File: config.mk
export PLATFORM = sky130hd
export DESIGN_NAME = three_level_priority_queue
export DESIGN_NICKNAME = d
export VERILOG_FILES = /design/src/tlpq_pkg.sv /design/src/tlpq_ctrl.sv /design/src/tlpq_dp.sv /design/src/three_level_priority_queue.sv
export SDC_FILE = /design/constraint.sdc
export NUM_CORES = 1
export LEC_CHECK = 0
export ABC_CLOCK_PERIOD_IN_PS = 10760
export BUFFER_PORTS_ARGS = -buffer_cell sky130_fd_sc_hd__buf_2
export CAP_MARGIN = 20
export CORE_UTILIZATION = 55
export CTS_CLUSTER_DIAMETER = 40
export DETAILED_ROUTE_END_ITERATION = 8
export HOLD_SLACK_MARGIN = 0.1
export PLACE_DENSITY = 0.71
export SYNTH_ARGS = -nofsm -noshare
export SYNTH_HDL_FRONTEND = slang
export SYNTH_SLANG_ARGS = --single-unit
File: constraint.sdc
create_clock -name aclk -period 10.76 [get_ports aclk]
set_input_delay 2.152 -clock aclk [delete_from_list [all_inputs] [get_ports aclk]]
set_output_delay 2.152 -clock aclk [all_outputs]
set_load 0.03 [all_outputs]
File: src/tlpq_pkg.sv
// Package for the three-class priority queue.
// Holds the controller state type, command and status structs and result codes.
// No dependencies.
package tlpq_pkg;

    localparam int NUM_CLASSES = 3;

    // Request kinds
    localparam logic REQ_INSERT = 1'b0;
    localparam logic REQ_DELETE = 1'b1;

    // Result status codes
    localparam logic [2:0] STAT_INSERTED  = 3'd0;
    localparam logic [2:0] STAT_OVERFLOW  = 3'd1;
    localparam logic [2:0] STAT_INVALID   = 3'd2;
    localparam logic [2:0] STAT_REMOVED   = 3'd3;
    localparam logic [2:0] STAT_UNDERFLOW = 3'd4;

    // Controller states
    typedef enum logic [1:0] {
        ST_IDLE,
        ST_EXEC,
        ST_READ
    } tlpq_state_t;

    // Controller -> datapath commands
    typedef struct packed {
        logic load;    // capture the incoming request
        logic rd_en;   // read the head entry of the chosen class
        logic commit;  // update queue state and load the result register
    } tlpq_cmd_t;

    // Datapath -> controller status
    typedef struct packed {
        logic is_delete;  // latched request is a delete
        logic out_free;   // result register can take a new result this cycle
    } tlpq_sts_t;

endpackage

File: src/tlpq_ctrl.sv
// Controller state machine for the three-class priority queue.
// Depends on tlpq_pkg for the state enum and the command/status structs.
module tlpq_ctrl (
    input  logic                 aclk,
    input  logic                 aresetn,
    input  logic                 s_valid,
    output logic                 s_ready,
    input  tlpq_pkg::tlpq_sts_t  sts,
    output tlpq_pkg::tlpq_cmd_t  cmd
);
    import tlpq_pkg::*;

    tlpq_state_t state_reg;
    tlpq_state_t state_next;

    // State register
    always_ff @(posedge aclk) begin
        if (!aresetn) begin
            state_reg <= ST_IDLE;
        end else begin
            state_reg <= state_next;
        end
    end

    // Next state and command decode
    always_comb begin
        state_next = state_reg;
        s_ready    = 1'b0;
        cmd        = '0;
        case (state_reg)
            ST_IDLE: begin
                s_ready = 1'b1;
                if (s_valid) begin
                    cmd.load   = 1'b1;
                    state_next = ST_EXEC;
                end
            end
            ST_EXEC: begin
                if (sts.is_delete) begin
                    // head entry comes out of the memory through a registered read, ready in ST_READ
                    cmd.rd_en  = 1'b1;
                    state_next = ST_READ;
                end else if (sts.out_free) begin
                    cmd.commit = 1'b1;
                    state_next = ST_IDLE;
                end
            end
            ST_READ: begin
                if (sts.out_free) begin
                    cmd.commit = 1'b1;
                    state_next = ST_IDLE;
                end
            end
            default: begin
                state_next = ST_IDLE;
            end
        endcase
    end

endmodule

File: src/tlpq_dp.sv
// Datapath for the three-class priority queue: request latch, per-class
// head/tail pointers, entry memory and result register. Uses tlpq_pkg.
module tlpq_dp #(
    parameter int DEPTH = 8
) (
    input  logic                 aclk,
    input  logic                 aresetn,
    input  tlpq_pkg::tlpq_cmd_t  cmd,
    output tlpq_pkg::tlpq_sts_t  sts,
    input  logic                 req_type,
    input  logic signed [31:0]   value_in,
    input  logic [2:0]           class_in,
    output logic                 m_valid,
    input  logic                 m_ready,
    output logic [2:0]           status,
    output logic signed [31:0]   value_out,
    output logic [1:0]           class_out
);
    import tlpq_pkg::*;

    localparam int IDX_W     = (DEPTH > 1) ? $clog2(DEPTH) : 1;
    localparam int MEM_DEPTH = NUM_CLASSES * DEPTH;
    localparam int ADDR_W    = $clog2(MEM_DEPTH);
    localparam logic [IDX_W-1:0]  LAST_IDX = IDX_W'(DEPTH - 1);
    localparam logic [ADDR_W-1:0] BASE1    = ADDR_W'(DEPTH);
    localparam logic [ADDR_W-1:0] BASE2    = ADDR_W'(2 * DEPTH);

    // Latched request
    logic              req_type_reg;
    logic signed [31:0] value_reg;
    logic [2:0]        class_reg;

    // Queue pointers
    logic [IDX_W-1:0]  head_reg [NUM_CLASSES];
    logic [IDX_W-1:0]  tail_reg [NUM_CLASSES];
    logic [IDX_W-1:0]  head_next [NUM_CLASSES];
    logic [IDX_W-1:0]  tail_next [NUM_CLASSES];
    logic [NUM_CLASSES-1:0] nonempty_reg;
    logic [NUM_CLASSES-1:0] nonempty_next;

    // Entry memory
    logic [31:0]       mem [MEM_DEPTH];
    logic [31:0]       rd_data_reg;
    logic              we;
    logic [ADDR_W-1:0] wr_addr;
    logic [ADDR_W-1:0] rd_addr;

    // Result register
    logic              m_valid_reg;
    logic [2:0]        status_reg;
    logic signed [31:0] value_out_reg;
    logic [1:0]        class_out_reg;
    logic [2:0]        status_next;
    logic signed [31:0] value_out_next;
    logic [1:0]        class_out_next;

    // Insert decode
    logic              ins_cls_ok;
    logic [1:0]        iq;
    logic              ins_full;
    logic [IDX_W-1:0]  ins_idx;

    // Delete decode
    logic              del_any;
    logic [1:0]        dq;
    logic [IDX_W-1:0]  del_head;

    // Base address of a class region
    function automatic logic [ADDR_W-1:0] class_base(input logic [1:0] q);
        logic [ADDR_W-1:0] b;
        case (q)
            2'd0:    b = '0;
            2'd1:    b = BASE1;
            default: b = BASE2;
        endcase
        return b;
    endfunction

    // Request latch
    always_ff @(posedge aclk) begin
        if (cmd.load) begin
            req_type_reg <= req_type;
            value_reg    <= value_in;
            class_reg    <= class_in;
        end
    end

    // Insert: class check, tail position and overflow test
    always_comb begin
        ins_cls_ok = (class_reg == 3'd1) || (class_reg == 3'd2) || (class_reg == 3'd3);
        iq         = ins_cls_ok ? (class_reg[1:0] - 2'd1) : 2'd0;
        ins_full   = nonempty_reg[iq] && (tail_reg[iq] == LAST_IDX);
        ins_idx    = nonempty_reg[iq] ? (tail_reg[iq] + IDX_W'(1)) : '0;
        wr_addr    = class_base(iq) + ADDR_W'(ins_idx);
    end

    // Delete: lowest-numbered non-empty class
    always_comb begin
        del_any = |nonempty_reg;
        if (nonempty_reg[0]) begin
            dq = 2'd0;
        end else if (nonempty_reg[1]) begin
            dq = 2'd1;
        end else begin
            dq = 2'd2;
        end
        del_head = head_reg[dq];
        rd_addr  = class_base(dq) + ADDR_W'(del_head);
    end

    // Pointer updates and result on commit
    always_comb begin
        for (int i = 0; i < NUM_CLASSES; i++) begin
            head_next[i] = head_reg[i];
            tail_next[i] = tail_reg[i];
        end
        nonempty_next  = nonempty_reg;
        we             = 1'b0;
        status_next    = status_reg;
        value_out_next = value_out_reg;
        class_out_next = class_out_reg;
        if (cmd.commit) begin
            value_out_next = '0;
            class_out_next = 2'd0;
            if (req_type_reg == REQ_INSERT) begin
                if (!ins_cls_ok) begin
                    status_next = STAT_INVALID;
                end else if (ins_full) begin
                    status_next = STAT_OVERFLOW;
                end else begin
                    we            = 1'b1;
                    tail_next[iq] = ins_idx;
                    if (!nonempty_reg[iq]) begin
                        head_next[iq] = '0;
                    end
                    nonempty_next[iq] = 1'b1;
                    status_next       = STAT_INSERTED;
                    class_out_next    = class_reg[1:0];
                end
            end else begin
                if (!del_any) begin
                    status_next = STAT_UNDERFLOW;
                end else begin
                    // last entry out: queue empties and regains all slots
                    if (del_head == tail_reg[dq]) begin
                        head_next[dq]     = '0;
                        tail_next[dq]     = '0;
                        nonempty_next[dq] = 1'b0;
                    end else begin
                        head_next[dq] = del_head + IDX_W'(1);
                    end
                    status_next    = STAT_REMOVED;
                    value_out_next = rd_data_reg;
                    class_out_next = dq + 2'd1;
                end
            end
        end
    end

    // Pointer registers
    always_ff @(posedge aclk) begin
        if (!aresetn) begin
            for (int i = 0; i < NUM_CLASSES; i++) begin
                head_reg[i] <= '0;
                tail_reg[i] <= '0;
            end
            nonempty_reg <= '0;
        end else begin
            for (int i = 0; i < NUM_CLASSES; i++) begin
                head_reg[i] <= head_next[i];
                tail_reg[i] <= tail_next[i];
            end
            nonempty_reg <= nonempty_next;
        end
    end

    // Entry memory, registered read
    always_ff @(posedge aclk) begin
        if (we) begin
            mem[wr_addr] <= value_reg;
        end
        if (cmd.rd_en) begin
            rd_data_reg <= mem[rd_addr];
        end
    end

    // Result register
    always_ff @(posedge aclk) begin
        if (!aresetn) begin
            m_valid_reg <= 1'b0;
        end else if (cmd.commit) begin
            m_valid_reg <= 1'b1;
        end else if (m_ready) begin
            m_valid_reg <= 1'b0;
        end
    end

    always_ff @(posedge aclk) begin
        status_reg    <= status_next;
        value_out_reg <= value_out_next;
        class_out_reg <= class_out_next;
    end

    assign sts.is_delete = (req_type_reg == REQ_DELETE);
    assign sts.out_free  = !m_valid_reg || m_ready;

    assign m_valid   = m_valid_reg;
    assign status    = status_reg;
    assign value_out = value_out_reg;
    assign class_out = class_out_reg;

endmodule

File: src/three_level_priority_queue.sv
// Top level of the three-class priority queue: controller plus datapath.
// Depends on tlpq_pkg, tlpq_ctrl and tlpq_dp.
//
//  Channel | Handshake         | Payload
//  --------+-------------------+-----------------------------------------
//  s_      | s_valid / s_ready | s_req_type, s_value_in, s_class_in
//  m_      | m_valid / m_ready | m_status, m_value_out, m_class_out
//
// An insert is accepted in ST_IDLE and committed in ST_EXEC; its result is
// valid once the commit has loaded the result register. A delete issues the
// registered read of the entry memory in ST_EXEC and commits in ST_READ, so
// its result is built from the read data.
// The result register frees the input side: a new request is taken while
// an earlier result is still waiting on m_ready, and only the commit step
// stalls on it. Reset empties all three queues; memory contents are not cleared.
module three_level_priority_queue #(
    parameter int DEPTH = 8
) (
    input  logic                aclk,
    input  logic                aresetn,
    input  logic                s_valid,
    output logic                s_ready,
    input  logic                s_req_type,
    input  logic signed [31:0]  s_value_in,
    input  logic [2:0]          s_class_in,
    output logic                m_valid,
    input  logic                m_ready,
    output logic [2:0]          m_status,
    output logic signed [31:0]  m_value_out,
    output logic [1:0]          m_class_out
);
    import tlpq_pkg::*;

    tlpq_cmd_t cmd;
    tlpq_sts_t sts;

    tlpq_ctrl u_ctrl (
        .aclk    (aclk),
        .aresetn (aresetn),
        .s_valid (s_valid),
        .s_ready (s_ready),
        .sts     (sts),
        .cmd     (cmd)
    );

    tlpq_dp #(
        .DEPTH (DEPTH)
    ) u_dp (
        .aclk      (aclk),
        .aresetn   (aresetn),
        .cmd       (cmd),
        .sts       (sts),
        .req_type  (s_req_type),
        .value_in  (s_value_in),
        .class_in  (s_class_in),
        .m_valid   (m_valid),
        .m_ready   (m_ready),
        .status    (m_status),
        .value_out (m_value_out),
        .class_out (m_class_out)
    );

endmodule
Yosys cells after proc, flatten, opt, wreduce, memory -nomap -nowiden
Memories as Yosys holds them, arrays and structs flattened. A register that Yosys moved wholly into a read port is not among the register bits.
Cells that the tools add are included.
- $add $sub $neg: 6
- magnitude comparators: 8
- equal/unequal tests: 13
- muxes and demuxes: 72
- bitwise logic cells: 16
- reductions and logical operators: 17
- operator list (kind ; count):
    9-bit 2-to-1 mux ; 13
    3-bit 2-to-1 mux ; 17
    9-bit AND ; 3
    1-bit 2-to-1 mux ; 21
    2-bit 2-to-1 mux ; 10
    5-bit one-hot mux with 2 select lines ; 2
    9-bit bitwise mux ; 2
    9-bit NOT ; 2
    3-bit demux with 2-bit select ; 2
    5-bit by 3-bit adder with 5-bit output ; 2
    3-bit by 1-bit adder with 3-bit output, second input constant ; 2
    2-bit by 1-bit equality test with 1-bit output, second input constant ; 3
    3-bit by 2-bit equality test with 1-bit output, second input constant ; 2
    3-bit >= comparator, second input constant ; 2
    2-bit logical NOT ; 3
    2-bit by 3-bit less-than comparator with 1-bit output, second input constant ; 2
    3-bit by 1-bit less-than comparator with 1-bit output, second input constant ; 2
    2-bit inequality test, second input constant ; 3
    2-bit NOT with 3-bit output ; 2
    1-bit bitwise OR ; 6
    2-bit one-hot mux with 3 select lines ; 1
    1-bit logical AND ; 5
    5-bit AND reduction ; 1
    1-bit demux with 2-bit select ; 2
    other kinds (18) ; 22
- flip-flop bits (word level): 79
- bits in writable memories: 786
- input port bits: 40
- output and inout bits: 39
- word-level logic and storage cells: 144
- memories kept: 3
- memories (name ; words ; width ; read ports ; clocked after memory_dff ; write ports ; line ; text):
    u_dp.mem ; 24 ; 32 ; 1 ; 1 ; 1 ; tlpq_dp.sv:42 ; logic [31:0] mem [MEM_DEPTH];
    u_dp.head_reg ; 3 ; 3 ; 4 ; 0 ; 3 ; tlpq_dp.sv:34 ; logic [IDX_W-1:0] head_reg [NUM_CLASSES];
    u_dp.tail_reg ; 3 ; 3 ; 5 ; 0 ; 3 ; tlpq_dp.sv:35 ; logic [IDX_W-1:0] tail_reg [NUM_CLASSES];

Depth between registers and ports, before layout
Gate-level depths: netlist of run 1.
- word-level depth: 17
- mapped depth: 13
- depth with buffers taken out: 12

Cells and area by module
Synthesis of run 1 repeated with hierarchy kept, for this count alone.
- cells, all modules: 1714
- area total of the unflattened synthesis: 34526.9 um^2
- by module, submodules not included (module ; instances ; cells an instance ; area an instance (um^2) ; seq. area each (um^2)):
    tlpq_dp ; 1 ; 1690 ; 34327.9 ; 26655.6
    tlpq_ctrl ; 1 ; 24 ; 198.9 ; 40.0

Worst setup path after synthesis of run 1
Ideal clock, no wire load.
- kind: input port to flip-flop
- start point: in m_ready
- end point: mem u_dp.mem[14][0], enable pin
- setup time: 421 ps
- data arrival time: 5229 ps
- required time: 10339 ps
- setup slack: 5110 ps
- stages on the path: 7
- path buffers: 1
- path through: nand2b_1 > o211ai_1 > clkinv_1 > nand2_1 > or4_1 > buf_2 > nor2_1
- RTL lines (what ; line ; text):
    from (decl) ; three_level_priority_queue.sv:27 ; input logic m_ready,
    to (decl) ; tlpq_dp.sv:42 ;

Worst setup path after layout of run 1
- start point: reg u_dp.class_reg[0]
- end point: mem u_dp.mem[14][23], enable pin
- cells in the longest elaborated chain, start to end: 13
- elaborated cells between the ends (all ways): 24
- classes of those cells: add/sub: 3; eq/ne: 5; mux: 11; reduce/logical: 4; memory: 1
- RTL lines (what ; line ; text):
    from (decl) ; tlpq_dp.sv:31 ; logic [2:0] class_reg;
    from (signal assigned) ; tlpq_dp.sv:84 ; class_reg <= class_in;
    branches (longest 13 deep; another with 5-bit by 3-bit adder with 5-bit output) ; n/a ;
Several ways; the timed one is not identified. The select of a mux whose other input is x is not followed.

==> results.sh, run 1 <==
export IMPL_worstMarginPinSlew_ns=1.18
export IMPL_p_seq_share_pct=51.3
export IMPL_track_usage_pct=25.9
export IMPL_postCtsSetupRepairBufs=0
export IMPL_cts_htree_levels=3
export IMPL_leakage_nw=12.9
export IMPL_final_period_utilization_pct=45.6
export IMPL_cts_made_buffers=111
export IMPL_ys_warn_count=0
export IMPL_fp_coreArea_mm2=0.0619
export IMPL_synth_cell_types=64
export IMPL_cts_resized=0
export IMPL_slew_headroom_pct=21.3
export IMPL_p_switching_mw=1.61
export IMPL_hp_class="flop to flop"
export IMPL_worstHoldEndpoint="u_dp.tail_reg[2][1]"
export IMPL_rsz0062_at_grt="no"
export IMPL_period_needed_ns=4.91
export IMPL_clk_pin_slew_ns=0.06
export IMPL_dp_slack_ns=5.57
export IMPL_cp_cell_sequence="inv_1 -> ha_1 -> or3_1 -> and3_4 -> o21ai_0 -> inv_1 -> ha_1 -> ha_1 -> or4_1 -> nor2_4"
export IMPL_dpl_instance_area_mm2=0.0359
export IMPL_firstDrtPassIters=6
export IMPL_syn_cell_area_mm2=0.0346
export IMPL_synth_nets=1787
export IMPL_powerDensity_mw_per_mm2=193
export IMPL_viasPerCell=6.28
export IMPL_p_total_mw=7.68
export IMPL_final_area_mm2=0.0398
export IMPL_dieHeight_um=253
export IMPL_fmax_mhz=204
export IMPL_path_max_fanout=32
export IMPL_ir_worst_vdd_mv=0.175
export IMPL_die_w_um=253
export IMPL_drtIter0Drc=2281
export IMPL_cts_tree="yes"
export IMPL_r2r_end="u_dp.mem[14][23]"
export IMPL_grt_pass1_wl_um=117000
export IMPL_overflow=0
export IMPL_cts_sinks=897
export IMPL_yosys_register_bits=897
export IMPL_drive_gt1_share_pct=24.7
export IMPL_die_area_mm2=0.0639
export IMPL_whs_path_depth=2
export IMPL_worstSetupPathDepth=10
export IMPL_synthCells=1737
export IMPL_largest_register_ffs=768
export IMPL_hold_ws_ns=0.483
export IMPL_cts_root_buf="clkbuf_16"
export IMPL_slew_violations=0
export IMPL_cp_required_ns=11.04
export IMPL_vias=17600
export IMPL_synthFlopType="edfxtp_1"
export IMPL_grt_max_degree=122
export IMPL_status="finished clean"
export IMPL_antenna_cells=0
export IMPL_finalClockSkew_ns=0.0233
export IMPL_routedWlPerCell_um=28.6
export IMPL_min_from="u_dp.tail_reg[2][1]"
export IMPL_synth_edf_count=873
export IMPL_grt_pass1_vias=17600
export IMPL_synth_seq_area_share_pct=77.2
export IMPL_internal_power_mw=6.07
export IMPL_ant_nets=0
export IMPL_critical_path_class="flop to flop"
export IMPL_setup_viol=0
export IMPL_ios=79
export IMPL_port_buffers=78
export IMPL_end_kind="flop"
export IMPL_crit_top_cell="ha_1"
export IMPL_drv_cap=0
export IMPL_cp_arrival_ns=5.20
export IMPL_finalSetupTns_ns=0
export IMPL_drt_total_wl_um=80300
export IMPL_clk_path_buf_depth=3
export IMPL_r2r_setup_slack_ns=5.85
export IMPL_postCtsHoldBufs=0
export IMPL_hold_violations=0
export IMPL_start_util_pct=55.8
export IMPL_antenna_found_initial=2
export IMPL_cp_slowest_cell="nor2_4"
export IMPL_postSynthAreaPerCell_um2=19.9
export IMPL_routabilityCongestion=0.931
export IMPL_combPwrFrac_pct=0.8
export IMPL_nets=1920
export IMPL_cpLargestDelayFamily="simple AND/OR/NAND/NOR gates"
export IMPL_nFillCells=4125
export IMPL_insertion_delay_ns=0.69
export IMPL_rr_worst_depth=10
export IMPL_cpPeakStageDelay_ns=0.98
export IMPL_drcViolationCount=0
export IMPL_path_buf_inv=2
export IMPL_num_rows=91
export IMPL_dpl_hpwl_um=47200
export IMPL_reg2reg_from="u_dp.class_reg[0]"
export IMPL_synthArstFlopShare_pct=0
export IMPL_top_register="u_dp.mem"
export IMPL_area_growth_pct=15.1
export IMPL_final_setup_worst_slack_ns=5.85
export IMPL_swShare_pct=20.9
export IMPL_p_clk_share_pct=47.9
export IMPL_start_kind="flop"
-- metrics by stage --
step | cells | util [%]
after floorplan | 1737 | -
after global placement | 2579 | 57.8
after CTS | 2793 | 64.0
final | 2802 | 64.3
after detailed placement | 2585 | 58.0
after global routing | 2802 | 64.3
-- metal layers --
metal	global-route usage (%)	routed length [µm]
met1	37.4	32100
met2	40.0	38300
met3	5.96	8030
met4	7.06	1810
met5	0	13
-- cell families (layout without fill, tap and decap cells) --
family	after synthesis	count (layout)	synth area share, %
XOR/XNOR	4	4	0.123
buffers and inverters	107	335	1.87
AO/OA/AOI/OAI	175	175	3.50
multiplexers	252	252	12.8
adder cells (fa/ha/maj)	10	10	0.362
AND/OR/NAND/NOR	292	292	4.14
flip-flops	897	897	77.2
-- power by group through the flow --
stage | clock network (mW) | registers, mW | logic [mW]
2_1_floorplan | 0 | 3.97 | 0.0313
6_report | 3.67 | 3.94 | 0.0646
3_3_place_gp | 0 | 4.00 | 0.0615
5_1_grt | 3.86 | 3.94 | 0.0695
4_1_cts | 3.72 | 3.93 | 0.0646
3_5_place_dp | 0 | 4.01 | 0.0642
-- placed cells by master, fill, tap and decap left out, types with 16 or more instances in the layout --
cell,count
edfxtp_1,873
mux4_2,152
clkinv_1,21
buf_2,78
dfxtp_1,24
nand3_1,42
o211ai_1,28
a22oi_1,48
clkbuf_16,113
nor2_4,25
o21ai_0,19
o22ai_1,16
nand2_1,97
buf_4,16
and2_1,37
a21oi_1,24
mux2i_1,99
-- cell type report --
class / instances / area [µm²] / share of cell area (%)
well taps: 837 / 1050 / 2.63
repair buffers: 109 / 826 / 2.07
multi-input cells: 733 / 7440 / 18.7
clock inverters: 87 / 848 / 2.13
inverters: 18 / 87.6 / 0.220
clock buffers: 121 / 2860 / 7.18
flip-flops and latches: 897 / 26700 / 67.1
-- synth_stat cells (11+ instances only) --
cell type	number	area [µm²]
a21oi_1	24	120
a22oi_1	48	360
and2_1	37	231
buf_2	23	115
buf_4	24	180
clkbuf_1	28	105
dfxtp_1	24	480
edfxtp_1	873	26200
inv_1	14	52.6
mux2i_1	99	991
mux4_2	152	3420
nand2_1	97	364
nand3_1	42	210
nand4_1	15	93.8
nor2_1	42	158
nor2b_1	13	81.3
nor3_1	11	55.1
o211ai_1	28	210
o21ai_0	19	95.1
o22ai_1	16	100
-- tightest hold or removal path, stage by stage, from the launching register on --
cell     delay (ns)
dfxtp_1        0.32
inv_1          0.05
o22ai_1        0.05
-- worst max path at each step --
stage	startpoint	slack [ns]	end
after global placement	m_ready	5.63	u_dp.mem[10][23]
after floorplan	m_ready	5.11	u_dp.mem[14][0]
after detailed placement	m_ready	5.57	u_dp.mem[10][5]
after CTS	u_dp.class_reg[0]	5.90	u_dp.mem[5][29]
final	u_dp.class_reg[0]	5.85	u_dp.mem[14][23]
after global routing	u_dp.class_reg[0]	5.62	u_dp.mem[10][0]
Note: power is estimated with default switching activity, not from simulation.
==> run 2, diff against run 1 <==
- ABC_CLOCK_PERIOD_IN_PS: 10760 -> 5100
- clock period: 10.76 -> 5.1 ns (I/O delays scaled with it)
==> run 2 against run 1 <==
Compared with the run above: final cell count increased by 1.6%; clock power increased by 120%; utilization increased by 0.77 points; via count increased by 0.61%; clock skew increased by 0.0021 ns; first-iteration DRC count decreased by 14%; global-route usage increased by 0.11 points; sequential cell count unchanged; wire length increased by 0.17%; worst hold slack improved by 0.016 ns; sequential power increased by 110%; critical path type unchanged; critical endpoint is now u_dp.mem[13][29]; largest cell class unchanged; highest routed layer is now met4.
==> results.sh, run 2 (same netlist as run 1, synthesis figures left out) <==
export IMPL_cpLargestDelayFamily="simple AND/OR/NAND/NOR gates"
export IMPL_hold_ws_ns=0.499
export IMPL_routedWlPerCell_um=28.3
export IMPL_grt_pass1_wl_um=118000
export IMPL_vias=17700
export IMPL_cpPeakStageDelay_ns=0.89
export IMPL_cp_arrival_ns=4.77
export IMPL_drtIter0Drc=1952
export IMPL_postCtsSetupRepairBufs=0
export IMPL_die_area_mm2=0.0639
export IMPL_end_kind="flop"
export IMPL_whs_path_depth=2
export IMPL_hp_class="flop to flop"
export IMPL_finalNonFillerCells=2846
export IMPL_cp_cell_sequence="inv_1 -> ha_1 -> or3_1 -> and3_4 -> o21ai_0 -> inv_1 -> ha_1 -> ha_1 -> or4_1 -> nor2_4 -> buf_4"
export IMPL_cts_resized=0
export IMPL_internal_power_mw=13.2
export IMPL_track_usage_pct=26.0
export IMPL_drv_cap=0
export IMPL_crit_top_cell="ha_1"
export IMPL_fmax_mhz=225
export IMPL_rsz0062_at_grt="no"
export IMPL_grt_max_degree=143
export IMPL_multiInputGateArea_mm2=0.00744
export IMPL_cp_required_ns=5.43
export IMPL_drcViolationCount=0
export IMPL_drt_total_wl_um=80400
export IMPL_swShare_pct=21.0
export IMPL_finalClockSkew_ns=0.0254
export IMPL_path_buf_inv=3
export IMPL_drive_gt1_share_pct=26.8
export IMPL_ant_nets=0
export IMPL_period_needed_ns=4.44
export IMPL_slew_headroom_pct=24.5
export IMPL_viasPerCell=6.22
export IMPL_p_switching_mw=3.50
export IMPL_rr_worst_depth=11
export IMPL_reg2reg_from="u_dp.class_reg[0]"
export IMPL_worstMarginPinSlew_ns=1.13
export IMPL_final_common_cell="edfxtp_1"
export IMPL_ir_worst_vdd_mv=0.295
export IMPL_area_growth_pct=16.5
export IMPL_critical_path_class="flop to flop"
export IMPL_p_clk_share_pct=49.4
export IMPL_slew_violations=0
export IMPL_port_buffers=78
export IMPL_firstDrtPassIters=5
export IMPL_clk_pin_slew_ns=0.06
export IMPL_postCtsHoldBufs=0
export IMPL_grt_pass1_vias=17700
export IMPL_clk_path_buf_depth=3
export IMPL_cp_slowest_cell="or4_1"
export IMPL_insertion_delay_ns=0.69
export IMPL_fp_coreArea_mm2=0.0619
export IMPL_top_register="u_dp.mem"
export IMPL_cts_htree_levels=3
export IMPL_status="finished clean"
export IMPL_num_rows=91
export IMPL_finalSetupTns_ns=0
export IMPL_final_cell_mix="edfxtp_1, mux4_2, clkbuf_16"
export IMPL_r2r_setup_slack_ns=0.66
export IMPL_overflow=0
export IMPL_cts_sinks=897
export IMPL_nets=1956
export IMPL_hold_violations=0
export IMPL_final_period_utilization_pct=87.0
export IMPL_worstHoldEndpoint="u_dp.tail_reg[2][0]"
export IMPL_start_util_pct=55.8
export IMPL_cts_tree="yes"
export IMPL_cts_made_buffers=115
export IMPL_r2r_end="u_dp.mem[13][29]"
export IMPL_start_kind="flop"
export IMPL_leakage_nw=13.2
export IMPL_ios=79
export IMPL_antenna_found_initial=2
export IMPL_nFillCells=4047
export IMPL_dpl_hpwl_um=48100
export IMPL_die_w_um=253
export IMPL_cts_root_buf="clkbuf_16"
export IMPL_dieHeight_um=253
export IMPL_setup_viol=0
export IMPL_place_inst=2622
export IMPL_p_seq_share_pct=49.7
export IMPL_largest_register_ffs=768
export IMPL_path_max_fanout=26
export IMPL_routabilityCongestion=0.914
export IMPL_regArea_mm2=0.0267
export IMPL_combPwrFrac_pct=0.9
export IMPL_powerDensity_mw_per_mm2=414
export IMPL_min_from="u_dp.tail_reg[2][0]"
-- run 2: cell types whose count changed in the layout (fill, tap and decap cells not counted), moves of 2 or more --
cell	before	now
buf_4	16	53
clkinv_1	21	11
buf_12	13	5
clkinv_2	15	22
bufinv_16	10	14
clkbuf_16	113	117
buf_8	0	3
clkinvlp_4	13	16
clkinv_16	0	2
inv_8	6	8
-- run 2: layout make-up --
cell class,instances,area share [%]
Clock inverter,94,2.63
Inverter,18,0.217
Multi-Input combinational cell,733,18.5
Tap cell,837,2.60
Timing Repair Buffer,141,2.45
Sequential cell,897,66.3
Antenna cell,1,0.00621
Clock buffer,125,7.34
-- run 2: routing by layer --
metal / part of all wire (%) / track usage, % / vias up
met5: 0 / 0 / -
met1: 40 / 37.5 / 9195
met2: 47 / 39.4 / 909
met3: 10 / 6.60 / 123
met4: 2.1 / 7.58 / 0
li1: - / - / 7475
-- run 2: power by group through the flow --
stage	Combinational (mW)	Sequential, mW	Clock, mW
final	0.146	8.29	8.25
after global routing	0.156	8.30	8.65
after CTS	0.136	8.30	8.35
after detailed placement	0.134	8.45	0
after global placement	0.132	8.44	0
after floorplan	0.0661	8.37	0
-- run 2: how the worst max path moves through the flow --
stage,start,to,slack (ns),depth (start not counted)
4_1_cts,u_dp.class_reg[0],u_dp.mem[13][29],0.73,11
3_5_place_dp,u_dp.class_reg[0],u_dp.mem[23][27],0.76,11
3_3_place_gp,u_dp.class_reg[0],u_dp.mem[22][22],0.85,11
5_1_grt,u_dp.class_reg[0],u_dp.mem[13][29],0.53,11
2_1_floorplan,u_dp.class_reg[0],u_dp.mem[23][0],0.54,11
6_report,u_dp.class_reg[0],u_dp.mem[13][29],0.66,11
-- run 2: metrics by stage --
| step | area [µm²] | util, % | setup slack [ns] | power [mW] |
|---|---|---|---|---|
| detailed placement | 36200 | 58.4 | 0.759 | 8.58 |
| finish | 40300 | 65.0 | 0.664 | 16.7 |
| floorplan | 34600 | - | 0.535 | 8.43 |
| global route | 40300 | 65.0 | 0.535 | 17.1 |
| CTS | 40200 | 64.9 | 0.730 | 16.8 |
| global placement | 36200 | 58.4 | 0.855 | 8.57 |
-- run 2: tightest hold or removal path, cell delays in order (launching register included) --
cell	delay, ns
dfxtp_1	0.33
inv_1	0.06
o22ai_1	0.06
==> run 3, diff against run 2 <==
- HOLD_SLACK_MARGIN: 0.1 -> not set
- MAX_ROUTING_LAYER: not set -> met4
==> run 3 against run 2 <==
Compared with the run above: non-clock buffer count down 8; first-iteration DRC count shrank 7.9%; clock-buffer cell count shrank 5; register-to-register slack got worse by 0.07 ns; cell area down 0.89%; wire length fell by 1.3%; worst hold slack better by 0.0061 ns; die area did not move; largest power group unchanged; highest routed layer unchanged.
==> results.sh, run 3 (same netlist as run 1, synthesis figures left out) <==
export IMPL_vias=17500
export IMPL_fp_coreArea_mm2=0.0619
export IMPL_powerDensity_mw_per_mm2=406
export IMPL_final_cell_mix="edfxtp_1, mux4_2, clkbuf_16"
export IMPL_drv_cap=0
export IMPL_largest_register_ffs=768
export IMPL_nets=1946
export IMPL_dpl_instance_area_mm2=0.0361
export IMPL_leakage_nw=13.0
export IMPL_drive_gt1_share_pct=26.2
export IMPL_slew_headroom_pct=23.2
export IMPL_die_area_mm2=0.0639
export IMPL_rsz0062_at_grt="no"
export IMPL_multiInputGateArea_mm2=0.00744
export IMPL_place_inst=2616
export IMPL_start_kind="flop"
export IMPL_dpl_hpwl_um=47400
export IMPL_clk_path_buf_depth=3
export IMPL_p_total_mw=16.2
export IMPL_wl_met1_um=33100
export IMPL_dr_wl_met3_um=7570
export IMPL_grt_pass1_vias=17500
export IMPL_path_max_fanout=16
export IMPL_final_period_utilization_pct=88.3
export IMPL_finalClockSkew_ns=0.0300
export IMPL_num_rows=91
export IMPL_cts_resized=0
export IMPL_hold_violations=0
export IMPL_antenna_found_initial=0
export IMPL_cp_required_ns=5.47
export IMPL_cts_sinks=897
export IMPL_finalSetupTns_ns=0
export IMPL_top_register="u_dp.mem"
export IMPL_hp_class="flop to flop"
export IMPL_cts_made_buffers=113
export IMPL_overflow=0
export IMPL_port_buffers=78
export IMPL_drcViolationCount=0
export IMPL_final_common_cell="edfxtp_1"
export IMPL_insertion_delay_ns=0.68
export IMPL_ir_worst_vdd_mv=0.306
export IMPL_setup_viol=0
export IMPL_fmax_mhz=222
export IMPL_grt_pass1_wl_um=116000
export IMPL_routedWlPerCell_um=28.1
export IMPL_cts_tree="yes"
export IMPL_met2WireLength_um=37100
export IMPL_drtIter0Drc=1797
export IMPL_regArea_mm2=0.0267
export IMPL_cts_htree_levels=3
export IMPL_period_needed_ns=4.50
export IMPL_finalNonFillerCells=2827
export IMPL_worstMarginPinSlew_ns=1.15
export IMPL_status="finished clean"
export IMPL_postCtsSetupRepairBufs=0
export IMPL_track_usage_pct=26.3
export IMPL_start_util_pct=55.8
export IMPL_nFillCells=4200
export IMPL_cp_arrival_ns=4.87
export IMPL_drt_total_wl_um=79400
export IMPL_viasPerCell=6.20
export IMPL_routed_top_layer="met4"
export IMPL_slew_violations=0
export IMPL_area_growth_pct=15.5
export IMPL_routabilityCongestion=0.892
export IMPL_clk_pin_slew_ns=0.05
export IMPL_dieHeight_um=253
export IMPL_critical_path_class="flop to flop"
export IMPL_die_w_um=253
export IMPL_ant_nets=0
export IMPL_grt_max_degree=137
export IMPL_ios=79
export IMPL_end_kind="flop"
export IMPL_cts_root_buf="clkbuf_16"
export IMPL_final_area_mm2=0.0399
export IMPL_firstDrtPassIters=9
export IMPL_postCtsHoldBufs=0
run 3: cell types whose count changed in the layout (fill, tap and decap cells not counted), sizes merged:
| cell | before | now |
|---|---|---|
| bufinv | 14 | 7 |
| buf | 141 | 133 |
| clkinv | 44 | 41 |
| clkbuf | 125 | 120 |
| inv | 38 | 44 |
| clkinvlp | 16 | 14 |
run 3: where the power goes:
group	leakage [nW]	total (mW)	switching, mW	internal, mW
Combinational	3.05	0.147	0.106	0.0415
Clock	1.81	7.76	3.20	4.56
Sequential	8.12	8.29	0.140	8.15
Total	13.0	16.2	3.45	12.8
run 3: critical path: stages, from the launching register on:
cell and delay (ns):
edfxtp_1 0.54, inv_1 0.09, ha_1 0.20, or3_1 0.47
and3_4 0.25, o21ai_0 0.34, inv_1 0.09, ha_1 0.19
ha_1 0.28, or4_1 0.90, nor2_4 0.56, buf_4 0.29
run 3: metal layers:
| metal | vias up | global-route usage (%) |
|---|---|---|
| met1 | 9133 | 37.3 |
| met3 | 101 | 6.17 |
| li1 | 7470 | - |
| met5 | - | - |
| met2 | 817 | 38.5 |
| met4 | 0 | 7.60 |
run 3: layout make-up:
cell class                      instances  share of cell area, %
Antenna cell                            1                0.00627
Clock buffer                          120                   7.26
Clock inverter                         88                   2.13
Inverter                               18                  0.219
Multi-Input combinational cell        733                   18.6
Sequential cell                       897                   66.9
Tap cell                              837                   2.62
Timing Repair Buffer                  133                   2.25
run 3: final timing paths:
check | startpoint | to | slack, ns | depth (start not counted)
max | u_dp.class_reg[0] | u_dp.mem[1][7] | 0.60 | 11
min | u_dp.tail_reg[2][1] | u_dp.tail_reg[2][1] | 0.51 | 2
min reg2reg | u_dp.tail_reg[2][1] | u_dp.tail_reg[2][1] | 0.51 | 2
max reg2reg | u_dp.class_reg[0] | u_dp.mem[1][7] | 0.60 | 11
run 3: metrics by stage:
stage	utilization, %	hold WS (ns)	setup slack, ns
finish	64.5	0.505	0.595
global route	64.4	0.500	0.388
CTS	64.4	0.489	0.673
detailed placement	58.3	0.482	0.698
global placement	58.3	0.486	0.743
floorplan	-	0.442	0.535
